===== config.mk =====
export PLATFORM = sky130hd
export DESIGN_NAME = escaped_frame_receiver
export DESIGN_NICKNAME = d
export VERILOG_FILES = /design/src/design/efr_pkg.sv /design/src/design/efr_ram.sv /design/src/design/efr_datapath.sv /design/src/design/efr_ctrl.sv /design/src/design/escaped_frame_receiver.sv
export SDC_FILE = /design/constraint.sdc
export NUM_CORES = 1
export LEC_CHECK = 0
export ABC_AREA = 1
export BUFFER_PORTS_ARGS = -buffer_cell sky130_fd_sc_hd__buf_2
export CAP_MARGIN = 20
export CELL_PAD_IN_SITES_DETAIL_PLACEMENT = 1
export CELL_PAD_IN_SITES_GLOBAL_PLACEMENT = 1
export CORE_MARGIN = 1
export CORE_UTILIZATION = 53
export DETAILED_ROUTE_END_ITERATION = 8
export GPL_TIMING_DRIVEN = 0
export MAX_ROUTING_LAYER = met4
export PLACE_DENSITY = 0.93
export RECOVER_POWER = 25
export SLEW_MARGIN = 25
export SYNTH_ARGS = -nofsm -noshare
export SYNTH_HDL_FRONTEND = slang
export SYNTH_SLANG_ARGS = --single-unit

===== constraint.sdc =====
create_clock -name aclk -period 7.5 [get_ports aclk]
set_input_delay 1.125 -clock aclk [delete_from_list [all_inputs] [get_ports aclk]]
set_output_delay 1.125 -clock aclk [all_outputs]
set_load 0.01 [all_outputs]

===== src/design/efr_pkg.sv =====
package efr_pkg;

    // Frame limit: positions above this give a too-long error
    localparam int MAX_FRAME = 32;
    localparam int POS_W     = $clog2(MAX_FRAME + 2);
    localparam int ADDR_W    = $clog2(MAX_FRAME);

    localparam logic [7:0] ESC_FLIP = 8'h20;
    localparam logic [7:0] SUM_OK   = 8'hff;

    // Configuration register indexes
    localparam logic CFG_START_BYTE  = 1'b0;
    localparam logic CFG_ESCAPE_BYTE = 1'b1;

    typedef enum logic [2:0] {
        STS_OK          = 3'd0,
        STS_UNEXP_START = 3'd1,
        STS_ZERO_LEN    = 3'd2,
        STS_TOO_LONG    = 3'd3,
        STS_BAD_SUM     = 3'd4
    } status_t;

    typedef enum logic [1:0] {
        ST_RX,
        ST_LOAD,
        ST_SEND
    } state_t;

    typedef enum logic [1:0] {
        SRC_ERR,
        SRC_EMPTY,
        SRC_DATA
    } out_src_t;

    // Controller to datapath
    typedef struct packed {
        logic     accept;
        logic     rd_first;
        logic     rd_step;
        logic     out_load;
        out_src_t out_src;
        logic     out_taken;
    } cmd_t;

    // Datapath to controller
    typedef struct packed {
        logic out_valid;
        logic out_last;
        logic emit_err;
        logic emit_empty;
        logic drain;
    } stat_t;

endpackage


===== src/design/efr_ram.sv =====
module efr_ram #(
    parameter int WIDTH = 8,
    parameter int DEPTH = 32
) (
    input  logic                     aclk,
    input  logic                     wr_en,
    input  logic [$clog2(DEPTH)-1:0] wr_addr,
    input  logic [WIDTH-1:0]         wr_data,
    input  logic                     rd_en,
    input  logic [$clog2(DEPTH)-1:0] rd_addr,
    output logic [WIDTH-1:0]         rd_data
);

    logic [WIDTH-1:0] mem_reg [DEPTH];
    logic [WIDTH-1:0] rd_data_reg;

    // One write port, one registered read port
    always_ff @(posedge aclk) begin
        if (wr_en) begin
            mem_reg[wr_addr] <= wr_data;
        end
        if (rd_en) begin
            rd_data_reg <= mem_reg[rd_addr];
        end
    end

    assign rd_data = rd_data_reg;

endmodule


===== src/design/efr_datapath.sv =====
module efr_datapath (
    input  logic                aclk,
    input  logic                aresetn,
    input  logic [7:0]          s_tdata,
    input  logic                cfg_valid,
    input  logic                cfg_index,
    input  logic [7:0]          cfg_data,
    input  efr_pkg::cmd_t       cmd,
    output efr_pkg::stat_t      stat,
    output logic [15:0]         m_tdata,   // command_code [7:0], payload_byte [15:8]
    output logic [3:0]          m_tuser,   // status [2:0], payload_valid [3]
    output logic                m_tlast
);

    localparam int PW = efr_pkg::POS_W;
    localparam int AW = efr_pkg::ADDR_W;

    logic [7:0]  start_reg, escape_reg;
    logic        hold_reg, hold_next;
    logic [PW-1:0] pos_reg, pos_next;
    logic [7:0]  len_reg, len_next;
    logic [7:0]  cmdb_reg, cmdb_next;
    logic [7:0]  sum_reg, sum_next;
    logic        esc_reg, esc_next;
    logic [AW-1:0] ptr_reg, ptr_next;

    logic        out_valid_reg, out_valid_next;
    efr_pkg::status_t out_status_reg;
    logic [7:0]  out_cmd_reg, out_pay_reg;
    logic        out_pv_reg, out_last_reg;

    logic [7:0]  byte_d, sum_add;
    logic        is_start, is_esc, at_end, fail;
    efr_pkg::status_t err_code;
    logic        emit_empty, drain;
    logic        wr_en, rd_en;
    logic [AW-1:0] wr_addr, rd_addr;
    logic [7:0]  rd_data;
    logic        last_item;

    // Configuration registers
    always_ff @(posedge aclk) begin
        if (!aresetn) begin
            start_reg  <= 8'd126;
            escape_reg <= 8'd125;
        end else if (cfg_valid) begin
            case (cfg_index)
                efr_pkg::CFG_START_BYTE:  start_reg  <= cfg_data;
                efr_pkg::CFG_ESCAPE_BYTE: escape_reg <= cfg_data;
                default: ;
            endcase
        end
    end

    // Byte parser
    assign is_start = (s_tdata == start_reg);
    assign is_esc   = (s_tdata == escape_reg);
    assign byte_d   = esc_reg ? (s_tdata ^ efr_pkg::ESC_FLIP) : s_tdata;
    assign sum_add  = sum_reg + byte_d;
    assign at_end   = (9'(pos_reg) == ({1'b0, len_reg} + 9'd2));
    assign wr_addr  = AW'(pos_reg - PW'(3));

    always_comb begin
        hold_next  = hold_reg;
        pos_next   = pos_reg;
        len_next   = len_reg;
        cmdb_next  = cmdb_reg;
        sum_next   = sum_reg;
        esc_next   = esc_reg;
        fail       = 1'b0;
        err_code   = efr_pkg::STS_OK;
        emit_empty = 1'b0;
        drain      = 1'b0;
        wr_en      = 1'b0;
        if (hold_reg) begin
            if (is_start) begin
                hold_next = 1'b0;
                pos_next  = PW'(1);
                sum_next  = 8'd0;
                esc_next  = 1'b0;
            end
        end else if (pos_reg == PW'(0)) begin
            if (is_start) begin
                pos_next = PW'(1);
            end
        end else if (is_start) begin
            fail     = 1'b1;
            err_code = efr_pkg::STS_UNEXP_START;
        end else if (is_esc) begin
            esc_next = 1'b1;
        end else begin
            esc_next = 1'b0;
            if (pos_reg == PW'(1)) begin
                if (byte_d == 8'd0) begin
                    fail     = 1'b1;
                    err_code = efr_pkg::STS_ZERO_LEN;
                end else begin
                    len_next = byte_d;
                    pos_next = PW'(2);
                end
            end else if (pos_reg == PW'(2)) begin
                cmdb_next = byte_d;
                pos_next  = PW'(3);
                sum_next  = sum_add;
            end else if (pos_reg > PW'(efr_pkg::MAX_FRAME)) begin
                fail     = 1'b1;
                err_code = efr_pkg::STS_TOO_LONG;
            end else if (at_end) begin
                if (sum_add != efr_pkg::SUM_OK) begin
                    fail     = 1'b1;
                    err_code = efr_pkg::STS_BAD_SUM;
                end else begin
                    pos_next = PW'(0);
                    sum_next = 8'd0;
                    if (len_reg == 8'd1) begin
                        emit_empty = 1'b1;
                    end else begin
                        drain = 1'b1;
                    end
                end
            end else begin
                wr_en    = 1'b1;
                pos_next = pos_reg + PW'(1);
                sum_next = sum_add;
            end
        end
        // Any error drops the frame and waits for a start byte
        if (fail) begin
            hold_next = 1'b1;
            pos_next  = PW'(0);
            sum_next  = 8'd0;
            esc_next  = 1'b0;
        end
    end

    always_ff @(posedge aclk) begin
        if (!aresetn) begin
            hold_reg <= 1'b0;
            pos_reg  <= '0;
            len_reg  <= 8'd0;
            cmdb_reg <= 8'd0;
            sum_reg  <= 8'd0;
            esc_reg  <= 1'b0;
        end else if (cmd.accept) begin
            hold_reg <= hold_next;
            pos_reg  <= pos_next;
            len_reg  <= len_next;
            cmdb_reg <= cmdb_next;
            sum_reg  <= sum_next;
            esc_reg  <= esc_next;
        end
    end

    // Payload buffer and drain pointer
    assign rd_en    = cmd.rd_first | cmd.rd_step;
    assign rd_addr  = cmd.rd_first ? AW'(0) : (ptr_reg + AW'(1));
    assign ptr_next = rd_en ? rd_addr : ptr_reg;

    always_ff @(posedge aclk) begin
        ptr_reg <= ptr_next;
    end

    efr_ram #(
        .WIDTH(8),
        .DEPTH(efr_pkg::MAX_FRAME)
    ) u_buf (
        .aclk   (aclk),
        .wr_en  (cmd.accept & wr_en),
        .wr_addr(wr_addr),
        .wr_data(byte_d),
        .rd_en  (rd_en),
        .rd_addr(rd_addr),
        .rd_data(rd_data)
    );

    // Last data byte of the run sits at length - 2
    assign last_item = ((9'(ptr_reg) + 9'd2) == {1'b0, len_reg});

    // Output register
    always_comb begin
        out_valid_next = out_valid_reg;
        if (cmd.out_load) begin
            out_valid_next = 1'b1;
        end else if (cmd.out_taken) begin
            out_valid_next = 1'b0;
        end
    end

    always_ff @(posedge aclk) begin
        if (!aresetn) begin
            out_valid_reg <= 1'b0;
        end else begin
            out_valid_reg <= out_valid_next;
        end
    end

    always_ff @(posedge aclk) begin
        if (cmd.out_load) begin
            case (cmd.out_src)
                efr_pkg::SRC_ERR: begin
                    out_status_reg <= err_code;
                    out_cmd_reg    <= 8'd0;
                    out_pay_reg    <= 8'd0;
                    out_pv_reg     <= 1'b0;
                    out_last_reg   <= 1'b1;
                end
                efr_pkg::SRC_EMPTY: begin
                    out_status_reg <= efr_pkg::STS_OK;
                    out_cmd_reg    <= cmdb_reg;
                    out_pay_reg    <= 8'd0;
                    out_pv_reg     <= 1'b0;
                    out_last_reg   <= 1'b1;
                end
                default: begin
                    out_status_reg <= efr_pkg::STS_OK;
                    out_cmd_reg    <= cmdb_reg;
                    out_pay_reg    <= rd_data;
                    out_pv_reg     <= 1'b1;
                    out_last_reg   <= last_item;
                end
            endcase
        end
    end

    assign m_tdata = {out_pay_reg, out_cmd_reg};
    assign m_tuser = {out_pv_reg, out_status_reg};
    assign m_tlast = out_last_reg;

    assign stat.out_valid  = out_valid_reg;
    assign stat.out_last   = out_last_reg;
    assign stat.emit_err   = fail;
    assign stat.emit_empty = emit_empty;
    assign stat.drain      = drain;

`ifndef SYNTHESIS
    // Output register is only overwritten when empty or being taken
    a_no_overwrite: assert property (@(posedge aclk) disable iff (!aresetn)
        cmd.out_load |-> (!out_valid_reg || cmd.out_taken))
        else $error("output register overwritten");
    // A failing byte never starts a drain
    a_fail_no_drain: assert property (@(posedge aclk) disable iff (!aresetn)
        fail |-> (!drain && !emit_empty))
        else $error("error and frame end together");
    // Position never passes the frame limit by more than one
    a_pos_bound: assert property (@(posedge aclk) disable iff (!aresetn)
        1'b1 |-> (pos_reg <= PW'(efr_pkg::MAX_FRAME + 1)))
        else $error("frame position out of range");
`endif

endmodule


===== src/design/efr_ctrl.sv =====
module efr_ctrl (
    input  logic           aclk,
    input  logic           aresetn,
    input  logic           s_tvalid,
    output logic           s_tready,
    input  logic           m_tready,
    input  efr_pkg::stat_t stat,
    output efr_pkg::cmd_t  cmd
);

    efr_pkg::state_t state_reg, state_next;
    logic out_free, acc;

    assign out_free = !stat.out_valid || m_tready;
    assign acc      = (state_reg == efr_pkg::ST_RX) && s_tvalid && out_free;

    // Next state
    always_comb begin
        state_next = state_reg;
        case (state_reg)
            efr_pkg::ST_RX: begin
                if (acc && stat.drain) begin
                    state_next = efr_pkg::ST_LOAD;
                end
            end
            efr_pkg::ST_LOAD: begin
                state_next = efr_pkg::ST_SEND;
            end
            efr_pkg::ST_SEND: begin
                if (m_tready) begin
                    state_next = stat.out_last ? efr_pkg::ST_RX : efr_pkg::ST_LOAD;
                end
            end
            default: state_next = efr_pkg::ST_RX;
        endcase
    end

    always_ff @(posedge aclk) begin
        if (!aresetn) begin
            state_reg <= efr_pkg::ST_RX;
        end else begin
            state_reg <= state_next;
        end
    end

    // Outputs
    always_comb begin
        s_tready      = 1'b0;
        cmd.accept    = 1'b0;
        cmd.rd_first  = 1'b0;
        cmd.rd_step   = 1'b0;
        cmd.out_load  = 1'b0;
        cmd.out_src   = efr_pkg::SRC_DATA;
        cmd.out_taken = stat.out_valid && m_tready;
        case (state_reg)
            efr_pkg::ST_RX: begin
                s_tready   = out_free;
                cmd.accept = acc;
                if (acc && stat.emit_err) begin
                    cmd.out_load = 1'b1;
                    cmd.out_src  = efr_pkg::SRC_ERR;
                end else if (acc && stat.emit_empty) begin
                    cmd.out_load = 1'b1;
                    cmd.out_src  = efr_pkg::SRC_EMPTY;
                end else if (acc && stat.drain) begin
                    cmd.rd_first = 1'b1;
                end
            end
            efr_pkg::ST_LOAD: begin
                cmd.out_load = 1'b1;
                cmd.out_src  = efr_pkg::SRC_DATA;
            end
            efr_pkg::ST_SEND: begin
                cmd.rd_step = m_tready && !stat.out_last;
            end
            default: ;
        endcase
    end

`ifndef SYNTHESIS
    // Loading a data byte is always followed by presenting it
    a_load_send: assert property (@(posedge aclk) disable iff (!aresetn)
        (state_reg == efr_pkg::ST_LOAD) |=> (state_reg == efr_pkg::ST_SEND && stat.out_valid))
        else $error("data byte not presented after load");
    // No input is taken while a frame drains
    a_no_rx_drain: assert property (@(posedge aclk) disable iff (!aresetn)
        s_tready |-> (state_reg == efr_pkg::ST_RX))
        else $error("input ready during drain");
    // While presenting, the output is valid
    a_send_valid: assert property (@(posedge aclk) disable iff (!aresetn)
        (state_reg == efr_pkg::ST_SEND) |-> stat.out_valid)
        else $error("send state without valid output");
`endif

endmodule


===== src/design/escaped_frame_receiver.sv =====
// Byte-stuffed frame receiver with additive checksum.
// s_ channel: one raw link byte per transfer on s_tdata.
// m_ channel: results; tdata = command and payload byte, tuser = status and
//   payload-valid flag, tlast marks the final result of a run.
// cfg channel: cfg_index 0 writes the start byte, 1 the escape byte; always
//   ready, write only while the block is idle.
// Input bytes are taken one per cycle while the output register is empty or
// being taken. An error or an empty frame gives one result the cycle after
// the byte that causes it. A good frame is drained from the payload buffer
// after its checksum byte: each data result passes a registered buffer read,
// then an output register load, and the next read is issued only when the
// previous result is taken; input is held off until the last one is taken.
// A stalled m_tready holds the result and drops s_tready for the next byte.
// Reset (aresetn low, synchronous) restores the delimiter values 0x7e and
// 0x7d, waits for a start byte and empties the output; the payload buffer
// needs no clearing pass since a frame only reads what it wrote.
module escaped_frame_receiver (
    input  logic        aclk,
    input  logic        aresetn,
    input  logic        s_tvalid,
    output logic        s_tready,
    input  logic [7:0]  s_tdata,    // rx_byte [7:0]
    output logic        m_tvalid,
    input  logic        m_tready,
    output logic [15:0] m_tdata,    // command_code [7:0], payload_byte [15:8]
    output logic [3:0]  m_tuser,    // status [2:0], payload_valid [3]
    output logic        m_tlast,
    input  logic        cfg_valid,
    output logic        cfg_ready,
    input  logic        cfg_index,
    input  logic [7:0]  cfg_data
);

    efr_pkg::cmd_t  cmd;
    efr_pkg::stat_t stat;

    assign cfg_ready = 1'b1;
    assign m_tvalid  = stat.out_valid;

    efr_ctrl u_ctrl (
        .aclk    (aclk),
        .aresetn (aresetn),
        .s_tvalid(s_tvalid),
        .s_tready(s_tready),
        .m_tready(m_tready),
        .stat    (stat),
        .cmd     (cmd)
    );

    efr_datapath u_dp (
        .aclk     (aclk),
        .aresetn  (aresetn),
        .s_tdata  (s_tdata),
        .cfg_valid(cfg_valid),
        .cfg_index(cfg_index),
        .cfg_data (cfg_data),
        .cmd      (cmd),
        .stat     (stat),
        .m_tdata  (m_tdata),
        .m_tuser  (m_tuser),
        .m_tlast  (m_tlast)
    );

endmodule

==> reports/summary.txt, run 1 <==
outcome = complete, but fails checks
failing checks = max-capacitance violations, max-slew violations
Worst Hold Class = reg2reg
global-route wire length before repair = 80,800 µm
Routed wire per std cell = 25.0 µm
final wirelength = 53,300 µm
Worst Skew = 0.0279 ns
RD Place Congestion = 1.06
Num CTS Buffers = 37
Routed Antenna Nets = 0
initial antenna violation count = 0
endpoints failing setup = 0
RSZ-0062 raised after global routing = false
final hold vios = 0
CTS H-Tree Depth = 2
DRC = 0
Largest register FFs = 256
CORE AREA = 29,800 µm²
die area = 31,100 µm²
Reg clk slew, reported paths = 0.06 ns
Die H = 176 µm
# Post-CTS Setup Buffers = 0
Placed Cells = 2,061
Critical Path End Type = register
Final Max Tran Viols = 221
I/O Buffers = 43
Via Count = 13.1k
Cells after Synth = 1,627
hold_buf cts = 0
1st-iter DRT viols = 1,233
flops & latches, synth = 341
worst path arrival time = 6.34 ns
clk_lat worst skew = 0.55 ns
TritonRoute pass-1 iters = 5
Cell Chain, Critical Path = clkbuf_1 -> inv_1 -> fa_1 -> inv_1 -> nand3_1 -> nand3_1 -> nand2_1 -> nand2_1 -> nor2_1 -> nand2_1 -> inv_1 -> o21bai_1 -> nand2_1 -> nand2_2 -> nand3_2 -> nand2_2 -> inv_2 -> nand2_1
yosys warns = 0
register area share after synthesis = 60.4%
Final Critical Period = 6.20 ns
largest net degree at the start of global routing = 39
CTS tree = done
CP required = 7.64 ns
# clock sinks = 341
headroom to the max-slew limit = -73.5%
Top FF cell, synth = edfxtp_1
CTS resizes = 0
initial core utilization = 54.1%
Max stage delay cell, worst path = clkbuf_1
Worst-Margin Slew = 2.60 ns
Max VDD drop = 0.174 mV
Worst Setup Start Kind = primary input
CTS root buffer = clkbuf_16
CP Max Fanout = 36
syn_nets = 1,665
number of top-level pins = 46
post-DR vias/cell = 6.14
# rows = 63
Clock Path Buffers = 3
Max stage delay on crit path = 1.65 ns
Layout area overhead = 12.4%
Final TNS setup = 0 ns
share of layout cells above drive strength 1 = 12.8%
Layout Cells excl Fill = 2,128
die span in x = 176 µm
Leakage = 0.00738 µW
n_diodes = 0
commonest cells after routing, fill and taps aside = edfxtp_1 (290), nand3_1 (285), nand2_1 (268)
critical setup path kind = in2reg
post-DP HPWL = 34,700 µm
post-synthesis cell type count = 45
post-synthesis async set-or-reset flop share = 0%
number of global-route vias before repair = 14.0k
Final #Nets = 1,748
Max Cap Viol = 6
crit-path most repeated cell = nand2_1
Synth Cell Area = 16,100 µm²
Fmax = 161 MHz
Mapped Avg Cell Area = 9.90 µm²
cell area power density = 251 nW/µm²
period utilization = 82.6%
total grt overflow = 0
gr usage total = 35.9%
most common cell after layout, fill and taps aside = edfxtp_1
EDFF count, synth = 290
-- per-stage QoR --
stage          power [µW]  setup slack [ns]  utilization, %  hold slack [ns]  instance area, µm²
2_1_floorplan        2490              2.74               -            0.449               16100
3_3_place_gp         2620             0.532            56.4            0.459               16800
3_5_place_dp         2650              1.95            56.6            0.470               16900
4_1_cts              4540              2.46            60.8            0.487               18100
5_1_grt              4660              1.11            60.8            0.514               18100
6_report             4550              1.30            60.8            0.484               18100
-- kinds of logic after synthesis --
| logic type | count (synthesis) | share of synthesized area, % |
|---|---|---|
| xor+xnor | 32 | 1.74 |
| buf+inv | 296 | 7.85 |
| compound gates | 117 | 4.58 |
| flops | 341 | 60.4 |
| simple gates | 824 | 24.1 |
| other cells | 1 | 0.0233 |
| fa+ha+maj | 16 | 1.29 |
-- where the power goes --
part,switching (µW),total (µW),internal [µW]
logic,343,484,141
clock network,782,1920,1130
registers,32.9,2150,2120
-- critical path: cells and delay by family --
family | cells | cell delay [ns]
fa+ha+maj | 1 | 0.64
buf+inv | 5 | 2.47
simple gates | 11 | 1.85
compound gates | 1 | 0.24
-- cells in the mapped netlist, drive strengths merged (16+ instances only) --
library cell | count | area, µm²
xnor2 | 16 | 140
o2111ai | 33 | 289
o21ai | 35 | 175
nor2 | 143 | 552
a21oi | 39 | 195
nand3b | 34 | 255
inv | 215 | 807
edfxtp | 290 | 8710
nand4 | 18 | 113
or2 | 49 | 307
dfxtp | 51 | 1020
buf | 53 | 353
xor2 | 16 | 140
clkbuf | 25 | 93.8
nand3 | 289 | 1470
nand2 | 279 | 1100
-- path summary, 6_finish.rpt --
path                      from                  end  slack [ns]  depth (start not counted)
max reg2reg       u_dp.esc_reg  u_dp.out_pay_reg[6]        3.08                         17
min          u_dp.start_reg[3]    u_dp.start_reg[3]        0.48                          2
min reg2reg  u_dp.start_reg[3]    u_dp.start_reg[3]        0.48                          2
max                 s_tdata[1]  u_dp.out_pay_reg[6]        1.30                         18
-- area by class of cell --
type | instances | area (µm²)
buffer | 78 | 447
tap | 390 | 488
clock inverter | 21 | 238
clock buffer | 46 | 1010
inverter | 218 | 818
fill | 3302 | 11700
multi-input combinational | 990 | 5130
sequential | 341 | 9730
timing repair buffer | 44 | 235
-- layer usage --
layer  wire [µm]  GRT usage (%)  part of all wire (%)
met2       26200           59.7                    49
met1       19500           41.2                    37
met4        2930           20.2                   5.5
met5           0              -                     0
met3        4540           6.29                   8.5
Power figures use the tool's default switching activity.
==> inputs of run 2 (changes only) <==
--- a/config.mk
+++ b/config.mk
@@ -11,11 +11,11 @@
 export CELL_PAD_IN_SITES_DETAIL_PLACEMENT = 1
 export CELL_PAD_IN_SITES_GLOBAL_PLACEMENT = 1
 export CORE_MARGIN = 1
-export CORE_UTILIZATION = 53
+export CORE_UTILIZATION = 45
 export DETAILED_ROUTE_END_ITERATION = 8
 export GPL_TIMING_DRIVEN = 0
 export MAX_ROUTING_LAYER = met4
-export PLACE_DENSITY = 0.93
+export PLACE_DENSITY = 0.84
 export RECOVER_POWER = 25
 export SLEW_MARGIN = 25
 export SYNTH_ARGS = -nofsm -noshare
==> constraint.sdc (replaced) <==
create_clock -name aclk -period 5 [get_ports aclk]
set_input_delay 0.75 -clock aclk [delete_from_list [all_inputs] [get_ports aclk]]
set_output_delay 0.75 -clock aclk [all_outputs]
set_load 0.01 [all_outputs]
==> run 2 against run 1 <==
The flow now finishes without violations. Die area is 18% higher. Cell count up 3.1%. Core utilization down 8.8 points. Count of clock-buffer cells in the layout is 3 higher. Sequential share of layout area shrank 0.063 points. Largest power group unchanged. Highest routed layer unchanged.
==> reports/summary.txt, run 2 (synthesized netlist as in run 1, its figures left out) <==
outcome = completed
TritonRoute pass-1 iters = 5
CTS H-Tree Depth = 2
Final Critical Period = 4.43 ns
# Post-CTS Setup Buffers = 0
headroom to the max-slew limit = 28.2%
Largest register FFs = 256
n_diodes = 0
# clock sinks = 341
Clock Path Buffers = 3
commonest cells after routing, fill and taps aside = edfxtp_1 (290), nand3_1 (285), nand2_1 (267)
Worst R2R End = u_dp.u_buf.rd_data[4]
# rows = 68
total power = 6620 µW
worst reg2reg path startpoint = u_dp.esc_reg
Leakage = 0.00735 µW
Worst Setup Start Kind = primary input
Routed Antenna Nets = 0
hold_sp = cfg_data[5]
metal3 WL = 3030 µm
I/O Buffers = 43
CP Max Fanout = 36
Critical Path End Type = register
critical setup path kind = in2reg
Via Count = 12.5k
CTS root buffer = clkbuf_16
CTS resizes = 0
post-DR vias/cell = 5.70
WL met2 = 24,300 µm
initial core utilization = 46.2%
hold-critical path depth = 3
RSZ-0062 raised after global routing = false
Max VDD drop = 0.235 mV
Worst Skew = 0.0204 ns
initial antenna violation count = 1
Worst-Margin Slew = 1.08 ns
worst hold slack = 0.427 ns
Routed wire per std cell = 22.6 µm
reg2reg setup slack = 0.87 ns
largest net degree at the start of global routing = 39
final hold vios = 0
Final #Nets = 1,749
Reg clk slew, reported paths = 0.06 ns
endpoints failing setup = 0
DRC = 0
worst hold endpoint = u_dp.escape_reg[5]
cell area power density = 366 nW/µm²
Num CTS Buffers = 38
CORE AREA = 34,900 µm²
Fmax = 226 MHz
cells on worst reg2reg path = 19
worst setup margin = 0.567 ns
RD Place Congestion = 0.937
Layout area overhead = 12.5%
total grt overflow = 0
1st-iter DRT viols = 968
period utilization = 88.7%
die span in x = 191 µm
Final Max Tran Viols = 0
worst path arrival time = 4.69 ns
gr usage total = 28.6%
hold_buf cts = 0
die area = 36,600 µm²
number of top-level pins = 46
highest metal used = met4
Routed met1 length = 20,400 µm
CTS tree = done
clk_lat worst skew = 0.55 ns
Die H = 191 µm
number of global-route vias before repair = 13.1k
final wirelength = 49,500 µm
CP required = 5.26 ns
Final TNS setup = 0 ns
Max Cap Viol = 0
Worst Hold Class = in2reg
most common cell after layout, fill and taps aside = edfxtp_1
global-route wire length before repair = 75,800 µm
post-DP HPWL = 34,100 µm
worst slack, placed = -0.222 ns
share of layout cells above drive strength 1 = 12.9%
[run 2: cell types whose count changed in the layout (fill, tap and decap cells not counted), sizes merged]
cell	change
clkbuf	-3
bufinv	-4
inv	-1
buf	+6
clkinv	+1
clkinvlp	+2
[run 2: layout make-up]
cell class	instances	area [µm²]
Timing Repair Buffer	44	245
Inverter	218	818
Buffer	78	447
Clock buffer	49	1060
Clock inverter	19	121
Tap cell	455	569
Fill cell	3909	16800
Multi-Input combinational cell	990	5140
Sequential cell	341	9730
[run 2: layer usage]
layer,vias up,global-route usage [%]
met5,-,-
met2,459,47.7
met4,0,10.9
met1,6254,35.6
li1,5679,-
met3,120,3.25
[run 2: through the flow]
step	utilization [%]	cells	cell area, µm²
after floorplan	-	1627	16100
after global placement	48.4	2125	16900
after detailed placement	48.6	2126	16900
after CTS	51.9	2194	18100
after global routing	52.0	2194	18100
final	52.0	2194	18100
[run 2: worst max-delay path by stage]
stage | startpoint | endpoint | slack (ns)
final | s_tdata[1] | u_dp.u_buf.rd_data[4] | 0.57
after floorplan | s_tdata[5] | u_dp.m_tlast | 0.61
after detailed placement | s_tdata[0] | u_dp.out_cmd_reg[0] | -0.22
after CTS | s_tdata[1] | u_dp.out_pay_reg[4] | 0.32
after global routing | s_tdata[1] | u_dp.out_pay_reg[1] | 0.24
after global placement | s_tdata[5] | u_dp.out_cmd_reg[5] | -1.86
[run 2: where the power goes]
group | switching (µW) | leakage, µW | total [µW] | internal [µW]
Sequential | 47.4 | 0.00302 | 3220 | 3180
Combinational | 504 | 0.00377 | 714 | 210
Clock | 1140 | 0.000568 | 2690 | 1540
Total | 1700 | 0.00735 | 6620 | 4930
[run 2: critical path, cell delays in order]
cell      delay [ns]
buf_2           0.78
inv_1           0.33
fa_1            0.54
inv_1           0.09
nand3_1         0.10
nand3_1         0.08
nand2_1         0.05
nand2_1         0.09
nor2_1          0.07
nand2_1         0.21
nor2_4          0.06
nand2_4         0.18
clkbuf_1        0.49
nand3b_1        0.15
nand3_1         0.15
nand3_1         0.12
nand3_1         0.14
nand2_1         0.09
nand2_1         0.06
nand2_1         0.11
